[src/design/bcdi_pkg.sv]
// ----------------------------------------------------------------------------
// Block convolutional deinterleaver package
// Shared constants, payload types and address helpers.
// ----------------------------------------------------------------------------
package bcdi_pkg;

	localparam int WORD_BITS      = 8;
	localparam int ROW_WORDS      = 120;
	localparam int HIST_ROWS      = 9;
	localparam int HIST_DEPTH     = HIST_ROWS * ROW_WORDS;
	localparam int ADDR_BITS      = $clog2(HIST_DEPTH);
	localparam int COL_BITS       = 7;
	localparam int ROW_BITS       = 7;
	localparam int SLOT_BITS      = $clog2(HIST_ROWS);
	localparam int GRP_BITS       = 4;
	localparam int FIRST_SENT_ROW = 7;
	localparam int PERM_STRIDE    = 10;
	localparam int PERM_GROUP     = ROW_WORDS / PERM_STRIDE;
	localparam int MIN_ROWS       = 8;
	localparam int RPF_RESET      = 12;
	localparam int QUEUE_DEPTH    = 4;
	localparam int QPTR_BITS      = $clog2(QUEUE_DEPTH);
	localparam int QCNT_BITS      = QPTR_BITS + 1;

	localparam logic OP_DATA  = 1'b0;
	localparam logic OP_DRAIN = 1'b1;

	typedef struct packed {
		logic                 op;
		logic [WORD_BITS-1:0] data_word;
	} bcdi_in_t;

	typedef struct packed {
		logic [WORD_BITS-1:0] out_word;
		logic [COL_BITS-1:0]  out_column;
		logic                 last_of_row;
		logic                 last_of_frame;
	} bcdi_out_t;

	typedef struct packed {
		logic [COL_BITS-1:0] out_column;
		logic                last_of_row;
		logic                last_of_frame;
	} bcdi_meta_t;

	typedef struct packed {
		logic                 rd_en;
		logic [ADDR_BITS-1:0] rd_addr;
		logic                 wr_en;
		logic [ADDR_BITS-1:0] wr_addr;
		logic [WORD_BITS-1:0] wr_data;
		bcdi_meta_t           meta;
	} bcdi_req_t;

	typedef struct packed {
		logic      valid;
		bcdi_out_t data;
	} bcdi_push_t;

	// slot * 120 as slot * 128 - slot * 8
	function automatic logic [ADDR_BITS-1:0] hist_addr(input logic [SLOT_BITS-1:0] slot,
		input logic [COL_BITS-1:0] col);
		logic [ADDR_BITS-1:0] base;
		base = {slot, 7'd0} - ADDR_BITS'({slot, 3'd0});
		return base + ADDR_BITS'(col);
	endfunction

	// step back k rows modulo HIST_ROWS, k at most HIST_ROWS - 1
	function automatic logic [SLOT_BITS-1:0] slot_back(input logic [SLOT_BITS-1:0] slot,
		input logic [SLOT_BITS-1:0] k);
		logic [SLOT_BITS:0] wrap;
		wrap = {1'b0, slot} + (SLOT_BITS+1)'(HIST_ROWS) - {1'b0, k};
		if (slot >= k) begin
			return slot - k;
		end else begin
			return wrap[SLOT_BITS-1:0];
		end
	endfunction

endpackage

[src/design/bcdi_front.sv]
// ----------------------------------------------------------------------------
// Block convolutional deinterleaver front end
// Accepts words, tracks row and column, classifies each word and issues
// history reads and writes.
// ----------------------------------------------------------------------------
module bcdi_front (
	input  logic                         clk,
	input  logic                         arst_n,
	input  logic                         in_valid,
	input  logic                         in_stall,
	input  bcdi_pkg::bcdi_in_t           in_data,
	input  logic                         cfg_wr_en,
	input  logic [bcdi_pkg::ROW_BITS-1:0] cfg_wr_data,
	output bcdi_pkg::bcdi_req_t          req
);
	import bcdi_pkg::*;

	localparam logic [COL_BITS-1:0]  LAST_COL  = COL_BITS'(ROW_WORDS - 1);
	localparam logic [SLOT_BITS-1:0] LAST_SLOT = SLOT_BITS'(HIST_ROWS - 1);
	localparam logic [GRP_BITS-1:0]  LAST_REM  = GRP_BITS'(PERM_GROUP - 1);

	logic [COL_BITS-1:0]  col_q, col_n;
	logic [GRP_BITS-1:0]  grp_q, grp_n;
	logic [GRP_BITS-1:0]  rem_q, rem_n;
	logic [ROW_BITS-1:0]  row_q, row_n;
	logic [SLOT_BITS-1:0] slot_q, slot_n;
	logic                 drain_q, drain_n;
	logic [COL_BITS-1:0]  dcol_q, dcol_n;
	logic [ROW_BITS-1:0]  rpf_q;
	logic [ROW_BITS-1:0]  frame_rows;
	logic [ROW_BITS:0]    row_inc;
	logic [COL_BITS-1:0]  dest;
	logic                 accept;

	assign accept     = in_valid && !in_stall;
	assign frame_rows = (rpf_q < ROW_BITS'(MIN_ROWS)) ? ROW_BITS'(MIN_ROWS) : rpf_q;
	assign row_inc    = {1'b0, row_q} + (ROW_BITS+1)'(1);
	assign dest       = COL_BITS'(grp_q) + COL_BITS'(rem_q) * COL_BITS'(PERM_STRIDE);

	always_comb begin
		req     = '0;
		col_n   = col_q;
		grp_n   = grp_q;
		rem_n   = rem_q;
		row_n   = row_q;
		slot_n  = slot_q;
		drain_n = drain_q;
		dcol_n  = dcol_q;
		if (accept) begin
			if (in_data.op == OP_DRAIN) begin
				if (drain_q) begin
					req.rd_en = 1'b1;
					req.rd_addr = hist_addr(slot_back(slot_q, SLOT_BITS'(dcol_q[2:0])), dcol_q);
					req.meta.out_column    = dcol_q;
					req.meta.last_of_row   = (dcol_q == LAST_COL);
					req.meta.last_of_frame = (dcol_q == LAST_COL);
					if (dcol_q == LAST_COL) begin
						drain_n = 1'b0;
						dcol_n  = '0;
						row_n   = '0;
						slot_n  = '0;
						col_n   = '0;
						grp_n   = '0;
						rem_n   = '0;
					end else begin
						dcol_n = dcol_q + COL_BITS'(1);
					end
				end
			end else if (!drain_q) begin
				if (row_q > ROW_BITS'(FIRST_SENT_ROW)) begin
					req.rd_en = 1'b1;
					req.rd_addr = hist_addr(slot_back(slot_q,
						SLOT_BITS'(col_q[2:0]) + SLOT_BITS'(1)), col_q);
					req.meta.out_column  = col_q;
					req.meta.last_of_row = (col_q == LAST_COL);
				end
				req.wr_en   = 1'b1;
				req.wr_addr = hist_addr(slot_q, dest);
				req.wr_data = in_data.data_word;
				if (col_q == LAST_COL) begin
					col_n = '0;
					grp_n = '0;
					rem_n = '0;
					if (row_inc >= {1'b0, frame_rows}) begin
						drain_n = 1'b1;
						dcol_n  = '0;
					end else begin
						row_n  = row_inc[ROW_BITS-1:0];
						slot_n = (slot_q == LAST_SLOT) ? '0 : slot_q + SLOT_BITS'(1);
					end
				end else begin
					col_n = col_q + COL_BITS'(1);
					if (rem_q == LAST_REM) begin
						rem_n = '0;
						grp_n = grp_q + GRP_BITS'(1);
					end else begin
						rem_n = rem_q + GRP_BITS'(1);
					end
				end
			end
		end
	end

	always_ff @(posedge clk or negedge arst_n) begin
		if (!arst_n) begin
			col_q   <= '0;
			grp_q   <= '0;
			rem_q   <= '0;
			row_q   <= '0;
			slot_q  <= '0;
			drain_q <= 1'b0;
			dcol_q  <= '0;
			rpf_q   <= ROW_BITS'(RPF_RESET);
		end else begin
			col_q   <= col_n;
			grp_q   <= grp_n;
			rem_q   <= rem_n;
			row_q   <= row_n;
			slot_q  <= slot_n;
			drain_q <= drain_n;
			dcol_q  <= dcol_n;
			if (cfg_wr_en) begin
				rpf_q <= cfg_wr_data;
			end
		end
	end

endmodule

[config.mk]
export PLATFORM = sky130hd
export DESIGN_NAME = bcdi_front
export DESIGN_NICKNAME = d
export VERILOG_FILES = /design/src/design/bcdi_pkg.sv /design/src/design/bcdi_front.sv
export SDC_FILE = /design/constraint.sdc
export NUM_CORES = 1
export LEC_CHECK = 0
export BUFFER_PORTS_ARGS = -buffer_cell sky130_fd_sc_hd__buf_2
export CAP_MARGIN = 20
export CELL_PAD_IN_SITES_DETAIL_PLACEMENT = 0
export CELL_PAD_IN_SITES_GLOBAL_PLACEMENT = 1
export CORE_MARGIN = 3
export CORE_UTILIZATION = 25
export CTS_CLUSTER_DIAMETER = 60
export DETAILED_ROUTE_END_ITERATION = 10
export HOLD_SLACK_MARGIN = 0.03
export PLACE_DENSITY = 0.6
export SYNTH_ARGS = -nofsm -noshare
export SYNTH_HDL_FRONTEND = slang
export SYNTH_SLANG_ARGS = --single-unit
export TNS_END_PERCENT = 20
[constraint.sdc]
create_clock -name clk -period 4.9 [get_ports clk]
set_input_delay 0.98 -clock clk [delete_from_list [all_inputs] [get_ports clk]]
set_output_delay 0.98 -clock clk [all_outputs]
set_load 0.02 [all_outputs]
==> impl_results.md <==
- Fmax: 213 MHz
- CP most frequent cell: ha_1
- First-pass GRT wire length: 19700 um
- Leakage power: 2.25 nW
- Syn Nets: 569
- Sequential cell area fraction in the yosys report: 0.247
- Critical path endpoint: req[39]
- Syn avg cell area: 8.34 sq um
- CP Cell Sequence: buf_4, ha_1, xor2_2, ha_1, o21ai_0, a21o_1, a311o_1, o31ai_2, ha_1, o21a_1, nor2_4, nand4_1, xnor2_1, o22ai_1, buf_4
- Via Count: 3793
- Vias in the first global route: 3769
- GPL Wtd Cong: 0.818
- Fin crit share: 0.957
- Number of DRC markers in iteration 0: 264
- Share of layout cells above drive strength 1: 0.219
- Min-delay worst type: register to register
- Reg2reg end: slot_q[0]
- Cell depth of the worst flop-to-flop path: 10
- Power Total: 2.51 mW
- Max Fanout on Critical Path: 9
- Netlist Area Pre-Place: 0.00416 sq mm
- IO Pins: 62
- Reg2Reg Setup Slack: 1.56 ns
- Largest net degree at the start of global routing: 42
- PwrDens: 502 mW/mm^2
- Setup_tns: 0 ns
- Required time worst endpoint: 3.92 ns
- Synthesized flop and latch total: 41
- Congestion Overflow GR: 0
- Outcome: finished clean
- Remaining DRCs: 0
- Yosys warns: 0
- Die Footprint: 0.0182 sq mm
- Num rows: 46
- Clk slew on worst S/H paths: 0.06 ns
- Worst-Margin Slew: 0.996 ns
- Max clock buf depth: 2
- Htree depth: 2
- Slew Limit Fails: 0
- Post-synth EDFFs: 0
- Starting density of the core: 0.258
- WS Path Type: register to primary output
- Post-DR wirelength/cell: 15.5 um
- RR Startpoint: row_q[0]
- Minimum clock period: 4.69 ns
- Drt pass-1 iters: 5
- Chip Height: 135 um
- All-Layer GR Usage: 0.134
- FFs w/ async S/R, synth: 1.00
- Initial antenna violation count: 0
- Setup repair bufs after CTS: 0
- Hpwl dp: 9380 um
- Worst Setup Start Kind: register
- Vias per inst: 4.91
- Port bufs: 61
- Final ANT Viol Nets: 0
- Chip Width: 135 um
- WP depth: 15
- Arr. time, crit path: 3.71 ns
- Final WS setup: 0.210 ns
- Clock Skews: 0.00421 ns
- Worst path max stage delay: 0.41 ns
- CTS Buf Count: 5
- Max-slew headroom: 0.336
- CP startpoint: slot_q[1]
- Unrepaired setup endpoints after global routing: yes
- Max_cap viols: 0
- WL final: 12000 um
- Clock root buffer: clkbuf_16
- Worst Setup Slack post-DPL: 0.0935 ns
- CTS tree: done
- Clock Sinks: 41
- Maximum VDD drop: 0.171 mV
- Number of diodes: 0
- Worst path slowest cell: dfrtp_1
- Critical path buffers and inverters: 2
- Yosys cell types: 58
- Crit path max-delay family: compound AO/OA/AOI/OAI gates
- Skew-Pair Late Insertion Delay: 0.29 ns
- Post-Syn Instances: 499
- Synth Flop Type: dfrtp_1
- Final Hold Fails: 0
- Area grow syn2layout: 20.2%
- # setup viols final: 0
- CP Capture Type: primary output
- Layout Nets: 626
- Core ar.: 0.0161 sq mm
layout by cell type, fill, tap and decap left out, types with 4 or more instances in the layout:
master	netlist	routed
buf_2	1	60
nor2_1	45	44
ha_1	45	39
dfrtp_1	39	38
nand2_1	36	36
o21ai_0	36	34
xnor2_1	30	30
inv_1	30	28
a21oi_1	21	20
nand3_1	19	19
mux2i_1	15	13
buf_4	3	13
nor3_1	12	11
and3_1	11	11
nor2b_1	10	10
a31oi_1	10	9
a21o_1	8	8
o21a_1	8	8
a22o_1	7	7
xor2_1	8	6
nand4_1	6	6
nand2b_1	6	6
a211oi_1	7	6
mux2_2	6	6
maj3_1	5	5
clkbuf_16	0	5
nor3b_1	5	4
o31ai_1	5	4
sequential cells by signal (all words and copies together), names as in the netlist:
name / count
slot_q: 4
drain_q: 1
col_q: 7
grp_q: 4
row_q: 7
dcol_q: 7
rem_q: 4
rpf_q: 7
timing repair:
| item | 4_1_cts | 5_1_grt |
|---|---|---|
| hold endpoints to repair | 0 | 0 |
| setup endpoints to repair | 4 | 4 |
| pin swaps | 0 | 3 |
| hold buffers | 0 | 0 |
| resized for setup | 10 | 20 |
cell usage after synthesis, types with 3 or more instances:
master,n,area share
mux2_2,6,0.016
nor2b_1,10,0.015
a21o_1,8,0.014
a211oi_1,7,0.013
fa_1,4,0.019
dfrtp_1,39,0.23
nor4_1,3,0.0045
o22ai_1,3,0.0045
o31ai_1,5,0.0090
o21ai_0,36,0.043
nand4_1,6,0.0090
ha_1,45,0.14
xnor2_1,30,0.063
and3_1,11,0.017
mux2i_1,15,0.036
clkbuf_1,16,0.014
maj3_1,5,0.012
a31oi_1,10,0.015
nand3_1,19,0.023
nor3b_1,5,0.0090
o21a_1,8,0.014
nand2_1,36,0.032
xor2_1,8,0.017
inv_1,30,0.027
a21oi_1,21,0.025
nand2b_1,6,0.0090
a22o_1,7,0.015
nor2_1,45,0.041
nor3_1,12,0.014
buf_4,3,0.0054
clkbuf_8,3,0.0099
o2bb2ai_1,3,0.0063
where the power goes:
group	total [mW]	switching, mW	internal (mW)	leakage (nW)
Combinational	1.72	0.939	0.778	1.66
Sequential	0.444	0.0573	0.386	0.509
Clock	0.349	0.146	0.203	0.0768
Total	2.51	1.14	1.37	2.25
how the worst min path moves through the flow:
stage | start | slack [ns] | endpoint | depth (start not counted)
floorplan | rpf_q[0] | 0.47 | rpf_q[0] | 1
finish | rpf_q[0] | 0.50 | rpf_q[0] | 1
global route | rpf_q[0] | 0.52 | rpf_q[0] | 1
detailed placement | rpf_q[0] | 0.49 | rpf_q[0] | 1
global placement | rpf_q[0] | 0.49 | rpf_q[0] | 1
CTS | rpf_q[0] | 0.50 | rpf_q[0] | 1
metal layers:
layer,track usage,share of wire
met1,0.188,0.48
met2,0.217,0.46
met3,0.0197,0.043
met4,0.0347,0.015
met5,0,0
cells by family after synthesis:
logic type / after synthesis / share of synthesized area
AND/OR/NAND/NOR: 166 / 0.196
multiplexers: 22 / 0.0559
adder cells (fa/ha/maj): 54 / 0.167
buffers and inverters: 56 / 0.0607
AO/OA/AOI/OAI: 121 / 0.189
XOR/XNOR: 39 / 0.0839
flip-flops: 41 / 0.247
metrics by stage:
| step | instances | util | area (sq um) | hold slack [ns] |
|---|---|---|---|---|
| 6_report | 773 | 0.310 | 5000 | 0.498 |
| 3_3_place_gp | 765 | 0.292 | 4700 | 0.490 |
| 3_5_place_dp | 765 | 0.292 | 4700 | 0.488 |
| 5_1_grt | 773 | 0.310 | 5000 | 0.523 |
| 2_1_floorplan | 499 | - | 4160 | 0.472 |
| 4_1_cts | 773 | 0.303 | 4890 | 0.503 |
cell type report:
class / count / area [sq um]
clock inverters: 2 / 13.8
inverters: 32 / 120
repair buffers: 74 / 409
flip-flops and latches: 41 / 1030
clock buffers: 6 / 139
multi-input cells: 402 / 3020
well taps: 216 / 270
fillers: 1735 / 11100
Note: power is estimated with default switching activity, not from simulation.
