### src/design/bcdi_pkg.sv
// ----------------------------------------------------------------------------
// Block convolutional deinterleaver package
// Shared constants, payload types and address helpers.
// ----------------------------------------------------------------------------
package bcdi_pkg;

	localparam int WORD_BITS      = 8;
	localparam int ROW_WORDS      = 120;
	localparam int HIST_ROWS      = 9;
	localparam int HIST_DEPTH     = HIST_ROWS * ROW_WORDS;
	localparam int ADDR_BITS      = $clog2(HIST_DEPTH);
	localparam int COL_BITS       = 7;
	localparam int ROW_BITS       = 7;
	localparam int SLOT_BITS      = $clog2(HIST_ROWS);
	localparam int GRP_BITS       = 4;
	localparam int FIRST_SENT_ROW = 7;
	localparam int PERM_STRIDE    = 10;
	localparam int PERM_GROUP     = ROW_WORDS / PERM_STRIDE;
	localparam int MIN_ROWS       = 8;
	localparam int RPF_RESET      = 12;
	localparam int QUEUE_DEPTH    = 4;
	localparam int QPTR_BITS      = $clog2(QUEUE_DEPTH);
	localparam int QCNT_BITS      = QPTR_BITS + 1;

	localparam logic OP_DATA  = 1'b0;
	localparam logic OP_DRAIN = 1'b1;

	typedef struct packed {
		logic                 op;
		logic [WORD_BITS-1:0] data_word;
	} bcdi_in_t;

	typedef struct packed {
		logic [WORD_BITS-1:0] out_word;
		logic [COL_BITS-1:0]  out_column;
		logic                 last_of_row;
		logic                 last_of_frame;
	} bcdi_out_t;

	typedef struct packed {
		logic [COL_BITS-1:0] out_column;
		logic                last_of_row;
		logic                last_of_frame;
	} bcdi_meta_t;

	typedef struct packed {
		logic                 rd_en;
		logic [ADDR_BITS-1:0] rd_addr;
		logic                 wr_en;
		logic [ADDR_BITS-1:0] wr_addr;
		logic [WORD_BITS-1:0] wr_data;
		bcdi_meta_t           meta;
	} bcdi_req_t;

	typedef struct packed {
		logic      valid;
		bcdi_out_t data;
	} bcdi_push_t;

	// slot * 120 as slot * 128 - slot * 8
	function automatic logic [ADDR_BITS-1:0] hist_addr(input logic [SLOT_BITS-1:0] slot,
		input logic [COL_BITS-1:0] col);
		logic [ADDR_BITS-1:0] base;
		base = {slot, 7'd0} - ADDR_BITS'({slot, 3'd0});
		return base + ADDR_BITS'(col);
	endfunction

	// step back k rows modulo HIST_ROWS, k at most HIST_ROWS - 1
	function automatic logic [SLOT_BITS-1:0] slot_back(input logic [SLOT_BITS-1:0] slot,
		input logic [SLOT_BITS-1:0] k);
		logic [SLOT_BITS:0] wrap;
		wrap = {1'b0, slot} + (SLOT_BITS+1)'(HIST_ROWS) - {1'b0, k};
		if (slot >= k) begin
			return slot - k;
		end else begin
			return wrap[SLOT_BITS-1:0];
		end
	endfunction

endpackage

### src/design/bcdi_queue.sv
// ----------------------------------------------------------------------------
// Block convolutional deinterleaver result queue
// Four-entry register queue that feeds the output channel.
// ----------------------------------------------------------------------------
module bcdi_queue (
	input  logic                               clk,
	input  logic                               arst_n,
	input  bcdi_pkg::bcdi_push_t               push,
	input  logic                               out_stall,
	output logic                               out_valid,
	output bcdi_pkg::bcdi_out_t                out_data,
	output logic [bcdi_pkg::QCNT_BITS-1:0]     level
);
	import bcdi_pkg::*;

	bcdi_out_t            fifo_q [QUEUE_DEPTH];
	logic [QPTR_BITS-1:0] wr_ptr_q;
	logic [QPTR_BITS-1:0] rd_ptr_q;
	logic [QCNT_BITS-1:0] cnt_q;
	logic                 pop;

	assign out_valid = (cnt_q != '0);
	assign out_data  = fifo_q[rd_ptr_q];
	assign level     = cnt_q;
	assign pop       = out_valid && !out_stall;

	always_ff @(posedge clk) begin
		if (push.valid) begin
			fifo_q[wr_ptr_q] <= push.data;
		end
	end

	always_ff @(posedge clk or negedge arst_n) begin
		if (!arst_n) begin
			wr_ptr_q <= '0;
			rd_ptr_q <= '0;
			cnt_q    <= '0;
		end else begin
			if (push.valid) begin
				wr_ptr_q <= wr_ptr_q + QPTR_BITS'(1);
			end
			if (pop) begin
				rd_ptr_q <= rd_ptr_q + QPTR_BITS'(1);
			end
			if (push.valid && !pop) begin
				cnt_q <= cnt_q + QCNT_BITS'(1);
			end else if (!push.valid && pop) begin
				cnt_q <= cnt_q - QCNT_BITS'(1);
			end
		end
	end

endmodule

### config.mk
export PLATFORM = sky130hd
export DESIGN_NAME = bcdi_queue
export DESIGN_NICKNAME = d
export VERILOG_FILES = /design/src/design/bcdi_pkg.sv /design/src/design/bcdi_queue.sv
export SDC_FILE = /design/constraint.sdc
export NUM_CORES = 1
export LEC_CHECK = 0
export ABC_CLOCK_PERIOD_IN_PS = 2000
export BUFFER_PORTS_ARGS = -buffer_cell sky130_fd_sc_hd__buf_4
export CAP_MARGIN = 20
export CORE_ASPECT_RATIO = 2
export CORE_UTILIZATION = 47
export CTS_BUF_LIST = sky130_fd_sc_hd__clkbuf_2
export DETAILED_ROUTE_END_ITERATION = 6
export PLACE_DENSITY = 0.7
export SLEW_MARGIN = 25
export SYNTH_ARGS = -nofsm -noshare
export SYNTH_HDL_FRONTEND = slang
export SYNTH_SLANG_ARGS = --single-unit
### constraint.sdc
create_clock -name clk -period 2 [get_ports clk]
set_input_delay 0.2 -clock clk [delete_from_list [all_inputs] [get_ports clk]]
set_output_delay 0.2 -clock clk [all_outputs]
set_load 0.01 [all_outputs]
==> flow_summary.toml, run 1 <==
[route]
dr.pass1.iters = 6
drt_wl_total_mm = 5.15
wl_per_cell_um = 18.7
first_iter_violations = 73
vias = 1469
via_per_inst = 5.34
drc = 4
drtAntennaViolNets = 0

[sta]
hold_violations = 0
max_freq_mhz = 494
drv_slew = 0
setup_tns_ns = -0.164
setup_slack_ns = -0.0242
period_share = 1.01
layout_min_cycle_time_ns = 2.02
tightest_slew_ns = 0.318
whs_ns = 0.425
setup_viol = 9
maxSlewHeadroom = 0.787
finClkSkew_ns = 0.0179
rsz0062_at_grt = "yes"

[worst_setup_path]
crit_path_start_kind = "flop"
worstPathArrival_ns = 1.82
endpoint_kind = "output pin"
worstSetupPathType = "flop to output pin"
crit_slowest_cell = "mux4_2"
worstPathMaxFanout = 4
worstPathRequired_ns = 1.80
reg2reg_setup_slack_ns = 0.10
critical_path.cell_chain = "buf_6 -> buf_16 -> mux4_2 -> buf_6"
cp_slowest_stage_delay_ns = 0.51
cpMostUsedCell = "buf_6"

[synth]
synth_cells = 123
synth_enable_flop_cells = 68
yosysUniqueCellTypes = 20
avgSynthCellArea_um2 = 23.6
syn-cell-area_um2 = 2900
yosys_warnings = 0
synth_flop_cell = "edfxtp_1"
yosysSeqAreaShare = 0.765
async_flop_share = 0.0933
synth.area.top_cells = "edfxtp_1 70%, mux4_1 8.2%, mux4_2 6.2%"
synth_area_leader_cell = "edfxtp_1"
synth_seq_cells = 75
synth_top_area_share = 0.705
syn_nets = 150
synth_most_common_cell = "edfxtp_1"
yosys-top-cells-count = "68 x edfxtp_1, 9 x mux4_1, 8 x mux4_2"

[layout]
layout.nets = 234
antenna_cells = 0
drive_gt1_frac = 0.453
final_area_um2 = 3790
syn_to_final_growth_pct = 30.7

[clock_tree]
cts_inserted_buffers = 9
cts_tree = "yes"
path_clk_slew_ns = 0.20
clock_sinks = 75
root_buffer = "clkbuf_2"
htree_num_levels = 3
clockBufferDepth = 2
clkLatencyLatePin_ns = 0.48

[floorplanning]
io_pins = 42
core_um2 = 5960
die_x_um = 57.5
rows = 40
dieArea_um2 = 6500
die_h_um = 113
initial_core_util = 0.487

[pwr]
power.density_nw_per_um2 = 1390
leakagePower_uw = 0.00140
max-vdd-ir-drop_mv = 0.830

[job]
drv_cap = 0

[grt]
grt_usage = 0.185
grt_pass1_vias = 1600
antenna_found_initial = 0
grt_max_degree = 18
grt_pass1_wl_mm = 8.25
grt_overflow_total = 0

[placed_design]
io_buffer_count = 41
gp_congestion = 0.658
pre_cts_slack_ns = 0.0626
dpl.hpwl_mm = 3.18
dpl-instance-area_um2 = 3310

[hold_path]
hold_class = "primary input to flop"

[run_status]
violations = "design-rule violations, negative setup slack"
status = "complete, but fails checks"
cell type report:
class,count,area (um2)
clock buffer,11,55.1
multi-input combinational,40,607
timing repair buffer,77,734
clock inverter,5,77.6
tap,63,78.8
inverter,4,15.0
sequential,75,2220
fill,406,2170
through the flow:
stage               instances   util  power, uW
floorplan                 123      -       3210
global placement          230  0.555       3810
detailed placement        230  0.555       3930
CTS                       272  0.632       5280
global route              275  0.636       5530
finish                    275  0.636       5250
cells in the final DEF (no fill, tap or decap), drive strengths merged:
master,instances
and2,4
buf,56
bufinv,2
clkbuf,11
clkinv,2
clkinvlp,1
dfrtp,7
dlygate4sd3,21
edfxtp,68
fa,1
ha,5
inv,4
mux2,1
mux4,17
nand2,1
nor2,1
nor3,1
nor3b,1
o21ai,1
or2,1
xnor2,2
xor2,4
flip-flops by register name (all words and copies together) (netlist names):
register and flops:
level 3, fifo_q 68, wr_ptr_q 2, rd_ptr_q 2
worst max-delay path: cells and delay by family, from the launching register on:
kind	cells	cell delay, ns
buf+inv	3	0.40
flops	1	0.42
mux	1	0.51
what timing repair did:
item                       4_1_cts  5_1_grt
hold endpoints to repair        79        0
buffers inserted                 3        4
pin swaps                        0        1
hold buffers                    21        0
gates cloned                     2        0
setup endpoints to repair       17       19
resized for setup               30        6
routing by layer:
layer	track usage	part of all wire	up-vias
met1	0.191	0.35	743
met5	0	0	-
li1	-	-	665
met4	0.0894	0.028	0
met2	0.331	0.58	47
met3	0.0526	0.042	14
where the power goes:
part,internal [uW],total (uW),switching [uW]
Combinational,1230,2130,902
Clock,420,898,478
Sequential,2070,2210,142
Total,3730,5250,1520
cell families (layout without fill, tap and decap cells):
group / after synthesis / in the layout / share of synthesized area
AO/OA/AOI/OAI: 1 / 1 / 0.00173
multiplexers: 18 / 18 / 0.148
buffers and inverters: 8 / 97 / 0.0194
adder cells (fa/ha/maj): 6 / 6 / 0.0285
AND/OR/NAND/NOR: 9 / 9 / 0.0194
XOR/XNOR: 6 / 6 / 0.0181
flip-flops: 75 / 75 / 0.765
worst paths after layout:
kind / from / to / cells past startpoint
worst max-delay path: rd_ptr_q[0] / out_data[14] / 4
worst min-delay path: push[15] / fifo_q[2][15] / 2
worst max register to register: level[0] / level[2] / 8
worst min register to register: rd_ptr_q[1] / rd_ptr_q[1] / 1
max in group asynchronous: arst_n / level[1] / 3
min in group asynchronous: arst_n / rd_ptr_q[1] / 3
(Power assumes the default switching activity.)
==> inputs of run 2 (changes only) <==
--- a/config.mk
+++ b/config.mk
@@ -10,7 +10,6 @@
 export CAP_MARGIN = 20
 export CORE_ASPECT_RATIO = 2
 export CORE_UTILIZATION = 47
-export CTS_BUF_LIST = sky130_fd_sc_hd__clkbuf_2
 export DETAILED_ROUTE_END_ITERATION = 6
 export PLACE_DENSITY = 0.7
 export SLEW_MARGIN = 25
==> flow_summary.toml, run 2 (synthesis results as in run 1) <==
[run_status]
status = "complete, but fails checks"
violations = "design-rule violations"

[route]
first_iter_violations = 58
wl_per_cell_um = 19.4
drt_wl_total_mm = 4.81
vias = 1363
via_per_inst = 5.50
drtAntennaViolNets = 0
drc = 4
dr.pass1.iters = 6

[clock_tree]
htree_num_levels = 3
path_clk_slew_ns = 0.06
clock_sinks = 75
cts_inserted_buffers = 9
root_buffer = "clkbuf_16"
cts_tree = "yes"
clockBufferDepth = 2
clkLatencyLatePin_ns = 0.33

[placed_design]
numPlacedInstances = 230
pre_cts_slack_ns = 0.0626
dpl-instance-area_um2 = 3310
gp_congestion = 0.658
io_buffer_count = 41
dpl.hpwl_mm = 3.18

[floorplanning]
die_h_um = 113
core_um2 = 5960
io_pins = 42
dieArea_um2 = 6500
die_x_um = 57.5
initial_core_util = 0.487
rows = 40

[worst_setup_path]
endpoint_kind = "flop"
worstPathArrival_ns = 2.14
crit_path_start_kind = "flop"
worstSetupPathType = "flop to flop"
worstPathRequired_ns = 2.21
worstPathMaxFanout = 4

[sta]
maxSlewHeadroom = 0.812
drv_slew = 0
setup_viol = 0
layout_min_cycle_time_ns = 1.93
period_share = 0.966
finClkSkew_ns = 0.00414
tightest_slew_ns = 0.282
setup_slack_ns = 0.0690
hold_violations = 0
max_freq_mhz = 518
setup_tns_ns = 0

[layout]
antenna_cells = 0
mostFrequentLayoutCells = "68 x edfxtp_1, 48 x buf_4, 9 x mux4_1, 9 x clkbuf_16, 8 x mux4_2"
finish.utilization = 0.612
final_common_cell = "edfxtp_1"
layout.nets = 207
syn_to_final_growth_pct = 25.7
final-instance-count-excl-fill = 248
final_area_um2 = 3640
nFillCells = 413
largest_reg_flops = 68
drive_gt1_frac = 0.411
top_register = "fifo_q"

[hold_path]
hold_class = "primary input to flop"

[grt]
antenna_found_initial = 0
grt_overflow_total = 0
grt_pass1_wl_mm = 7.53
grt_pass1_vias = 1468
grt_usage = 0.169
grt_max_degree = 18

[pwr]
power.density_nw_per_um2 = 1520
max-vdd-ir-drop_mv = 0.885
leakagePower_uw = 0.00136

[job]
drv_cap = 0
## run 2: cell count changes in the layout (fill, tap and decap cells not counted), sizes merged
cell	before	now
dlygate4sd3	21	1
buf	56	49
## run 2: metrics by stage
step / hold WS, ns / power, uW
global route: 0.0606 / 5810
detailed placement: 0.0178 / 3930
global placement: 0.0152 / 3810
floorplan: -0.0956 / 3210
finish: 0.0677 / 5540
CTS: 0.0577 / 5590
## run 2: where the power goes
part / total [uW] / internal [uW] / switching (uW) / leakage, uW
Sequential: 2220 / 2080 / 144 / 0.000706
Clock: 1650 / 1090 / 568 / 0.000150
Combinational: 1660 / 897 / 767 / 0.000505
Total: 5540 / 4060 / 1480 / 0.00136
## run 2: area by class of cell
cell class / count / area [um2] / share of cell area
clock buffer: 11 / 233 / 0.0639
sequential: 75 / 2220 / 0.609
inverter: 4 / 15.0 / 0.00412
clock inverter: 5 / 77.6 / 0.0213
multi-input combinational: 40 / 629 / 0.173
timing repair buffer: 50 / 390 / 0.107
tap: 63 / 78.8 / 0.0216
## run 2: timing repair
action / 4_1_cts / 5_1_grt
endpoints found under the setup margin: 0 / 2
hold endpoints to repair: 7 / 0
setup buffers: 0 / 1
resized for setup: 0 / 2
hold buffers: 1 / 0
## run 2: worst paths after layout
path,startpoint,to,slack [ns],cells past startpoint
setup / recovery,level[0],level[1],0.07,6
hold / removal,push[15],fifo_q[0][15],0.07,1
setup reg to reg,level[0],level[1],0.07,6
hold reg to reg,rd_ptr_q[1],rd_ptr_q[1],0.50,1
max in group asynchronous,arst_n,level[1],1.66,2
min in group asynchronous,arst_n,rd_ptr_q[1],0.20,2
## run 2: per-layer routing
layer  part of all wire  track usage
met1               0.35        0.175
met4              0.028       0.0943
met3              0.042       0.0514
met5                  0            0
met2               0.58        0.296
## run 2: worst max-delay path: stages, from the launching register on
cell	delay (ns)
dfrtp_1	0.45
nor3_2	0.06
or2_2	0.30
ha_1	0.22
inv_1	0.07
fa_1	0.41
mux2_2	0.28
==> inputs of run 3 (changes only) <==
--- a/config.mk
+++ b/config.mk
@@ -5,6 +5,7 @@
 export SDC_FILE = /design/constraint.sdc
 export NUM_CORES = 1
 export LEC_CHECK = 0
+export ABC_AREA = 1
 export ABC_CLOCK_PERIOD_IN_PS = 2000
 export BUFFER_PORTS_ARGS = -buffer_cell sky130_fd_sc_hd__buf_4
 export CAP_MARGIN = 20
==> flow_summary.toml, run 3 <==
[worst_setup_path]
cpMostUsedCell = "nand2_1"
endpoint_kind = "flop"
crit_slowest_cell = "dfrtp_1"
cp_top_family = "simple AND/OR/NAND/NOR gates"
worstSetupPathType = "flop to flop"
worstPathMaxFanout = 5
crit_path_start_kind = "flop"
crit_buf_inv = 1
worstPathRequired_ns = 2.22
cp_slowest_stage_delay_ns = 0.43
critical_path.cell_chain = "nor2_1 -> nand2_1 -> nand2_1 -> ha_1 -> inv_1 -> fa_1 -> nand2_1 -> nand3_1 -> nand2_1 -> nand2_1"
worstPathArrival_ns = 2.01

[synth]
yosys-top-cells-count = "70 x nand2_1, 68 x edfxtp_1, 45 x inv_1"
avgSynthCellArea_um2 = 12.4
synth.area.top_cells = "edfxtp_1 65%, nand2_1 8.4%, o211ai_1 8.2%"
synth_flop_cell = "edfxtp_1"
synth_enable_flop_cells = 68
syn-cell-area_um2 = 3130
synth_cells = 252
yosysSeqAreaShare = 0.709
synth_most_common_cell = "nand2_1"
synth_top_area_share = 0.653
synth_area_leader_cell = "edfxtp_1"
async_flop_share = 0.0933
synth_seq_cells = 75
yosys_warnings = 0
yosysUniqueCellTypes = 20
syn_nets = 279

[route]
drt_wl_total_mm = 5.54
vias = 1904
drc = 0
drtAntennaViolNets = 0
dr.pass1.iters = 4
first_iter_violations = 68
wl_per_cell_um = 14.1
via_per_inst = 4.83

[layout]
largest_reg_flops = 68
nFillCells = 534
antenna_cells = 0
mostFrequentLayoutCells = "70 x nand2_1, 68 x edfxtp_1, 49 x buf_4"
final_common_cell = "nand2_1"
drive_gt1_frac = 0.221
layout.nets = 330
syn_to_final_growth_pct = 23.9
top_register = "fifo_q"

[floorplanning]
dieArea_um2 = 7000
die_x_um = 59.7
rows = 41
io_pins = 42
core_um2 = 6360
initial_core_util = 0.492
die_h_um = 117

[hold_path]
hold_class = "primary input to flop"

[placed_design]
gp_congestion = 0.743
io_buffer_count = 41
dpl.hpwl_mm = 3.63

[grt]
grt_max_degree = 68
antenna_found_initial = 0
grt_pass1_wl_mm = 9.11
grt_overflow_total = 0
grt_busiest_layer = "met2"
grtUsageMet2 = 0.313
grt_use_met3 = 0.0496
use_met1 = 0.197
grt_pass1_vias = 1889
grt_usage = 0.182

[sta]
layout_min_cycle_time_ns = 1.80
period_share = 0.898
maxSlewHeadroom = 0.742
rsz0062_at_grt = "no"
tightest_slew_ns = 0.386
max_freq_mhz = 557
drv_slew = 0
setup_viol = 0
hold_violations = 0
setup_tns_ns = 0
finClkSkew_ns = 0.00307

[clock_tree]
clockBufferDepth = 2
path_clk_slew_ns = 0.06
cts_inserted_buffers = 9
cts_tree = "yes"
htree_num_levels = 3
clkLatencyLatePin_ns = 0.33
clock_sinks = 75
post_cts_resized = 0
postCtsSetupRepairBufs = 0
root_buffer = "clkbuf_16"

[run_status]
status = "finished, final reports clean"

[pwr]
power.density_nw_per_um2 = 1520
power.total_uw = 5900
leakagePower_uw = 0.00166
max-vdd-ir-drop_mv = 0.827

[job]
drv_cap = 0
[run 3: cell types whose count changed after synthesis, sizes merged, moves of 3 or more]
cell | previous run | this run
buf | 4 | 10
o211ai | 0 | 34
mux4 | 17 | 0
nand2 | 1 | 70
and2 | 4 | 0
xor2 | 4 | 1
inv | 4 | 47
nand3 | 0 | 3
[run 3: per-stage QoR]
stage | cells | cell area, um2 | hold WS (ns) | utilization | setup slack (ns)
after floorplan | 252 | 3130 | -0.0956 | - | 0.259
after global placement | 377 | 3550 | 0.0207 | 0.557 | 0.274
after detailed placement | 377 | 3550 | 0.0237 | 0.557 | 0.198
after CTS | 394 | 3870 | 0.0609 | 0.609 | 0.184
after global routing | 394 | 3870 | 0.0620 | 0.609 | 0.0416
final | 394 | 3870 | 0.0677 | 0.609 | 0.205
[run 3: routing by layer]
metal / routed length [um] / part of all wire
met1: 2110 / 0.38
met2: 3210 / 0.58
met5: 0 / 0
met4: 76 / 0.014
met3: 148 / 0.027
[run 3: area by class of cell]
class	count	area [um2]	area share
flip-flops and latches	75	2220	0.572
clock inverters	7	92.6	0.0239
inverters	47	179	0.0462
multi-input cells	119	654	0.169
well taps	86	108	0.0278
clock buffers	9	225	0.0581
repair buffers	51	398	0.103
[run 3: logic make-up (layout without fill, tap and decap cells)]
logic type / Yosys count / count (layout) / share of synthesized area
adders and majority gates: 6 / 6 / 0.0264
DFF: 75 / 75 / 0.709
AOI/OAI and AO/OA: 35 / 35 / 0.0832
xor gates and xnor gates: 2 / 2 / 0.00560
and+or+nand+nor: 76 / 76 / 0.0940
buffers and inverters: 58 / 114 / 0.0816
[run 3: final timing paths]
| check | depth (start not counted) | start | to | slack (ns) |
|---|---|---|---|---|
| min in group asynchronous | 2 | arst_n | level[2] | 0.22 |
| max in group asynchronous | 2 | arst_n | rd_ptr_q[0] | 1.65 |
| max | 10 | level[0] | level[2] | 0.20 |
| max reg2reg | 10 | level[0] | level[2] | 0.20 |
| min | 1 | push[7] | fifo_q[2][7] | 0.07 |
| min reg2reg | 2 | level[2] | level[2] | 0.50 |
[run 3: worst register-to-register path: stages (launching register included)]
cell     delay [ns]
dfrtp_1        0.43
nor2_1         0.14
nand2_1        0.12
nand2_1        0.11
ha_1           0.17
inv_1          0.07
fa_1           0.37
nand2_1        0.10
nand3_1        0.08
nand2_1        0.06
nand2_1        0.04
[run 3: power by group]
part           total [uW]  switching [uW]  internal (uW)  leakage, uW
clock network        1680             592           1090     0.000149
registers            2220             143           2070     0.000709
logic                2010            1160            843     0.000807
[run 3: repair_timing]
action | CTS | global route
setup endpoints to repair | 0 | 0
hold buffers | 1 | 0
endpoints found under the hold margin | 7 | 0
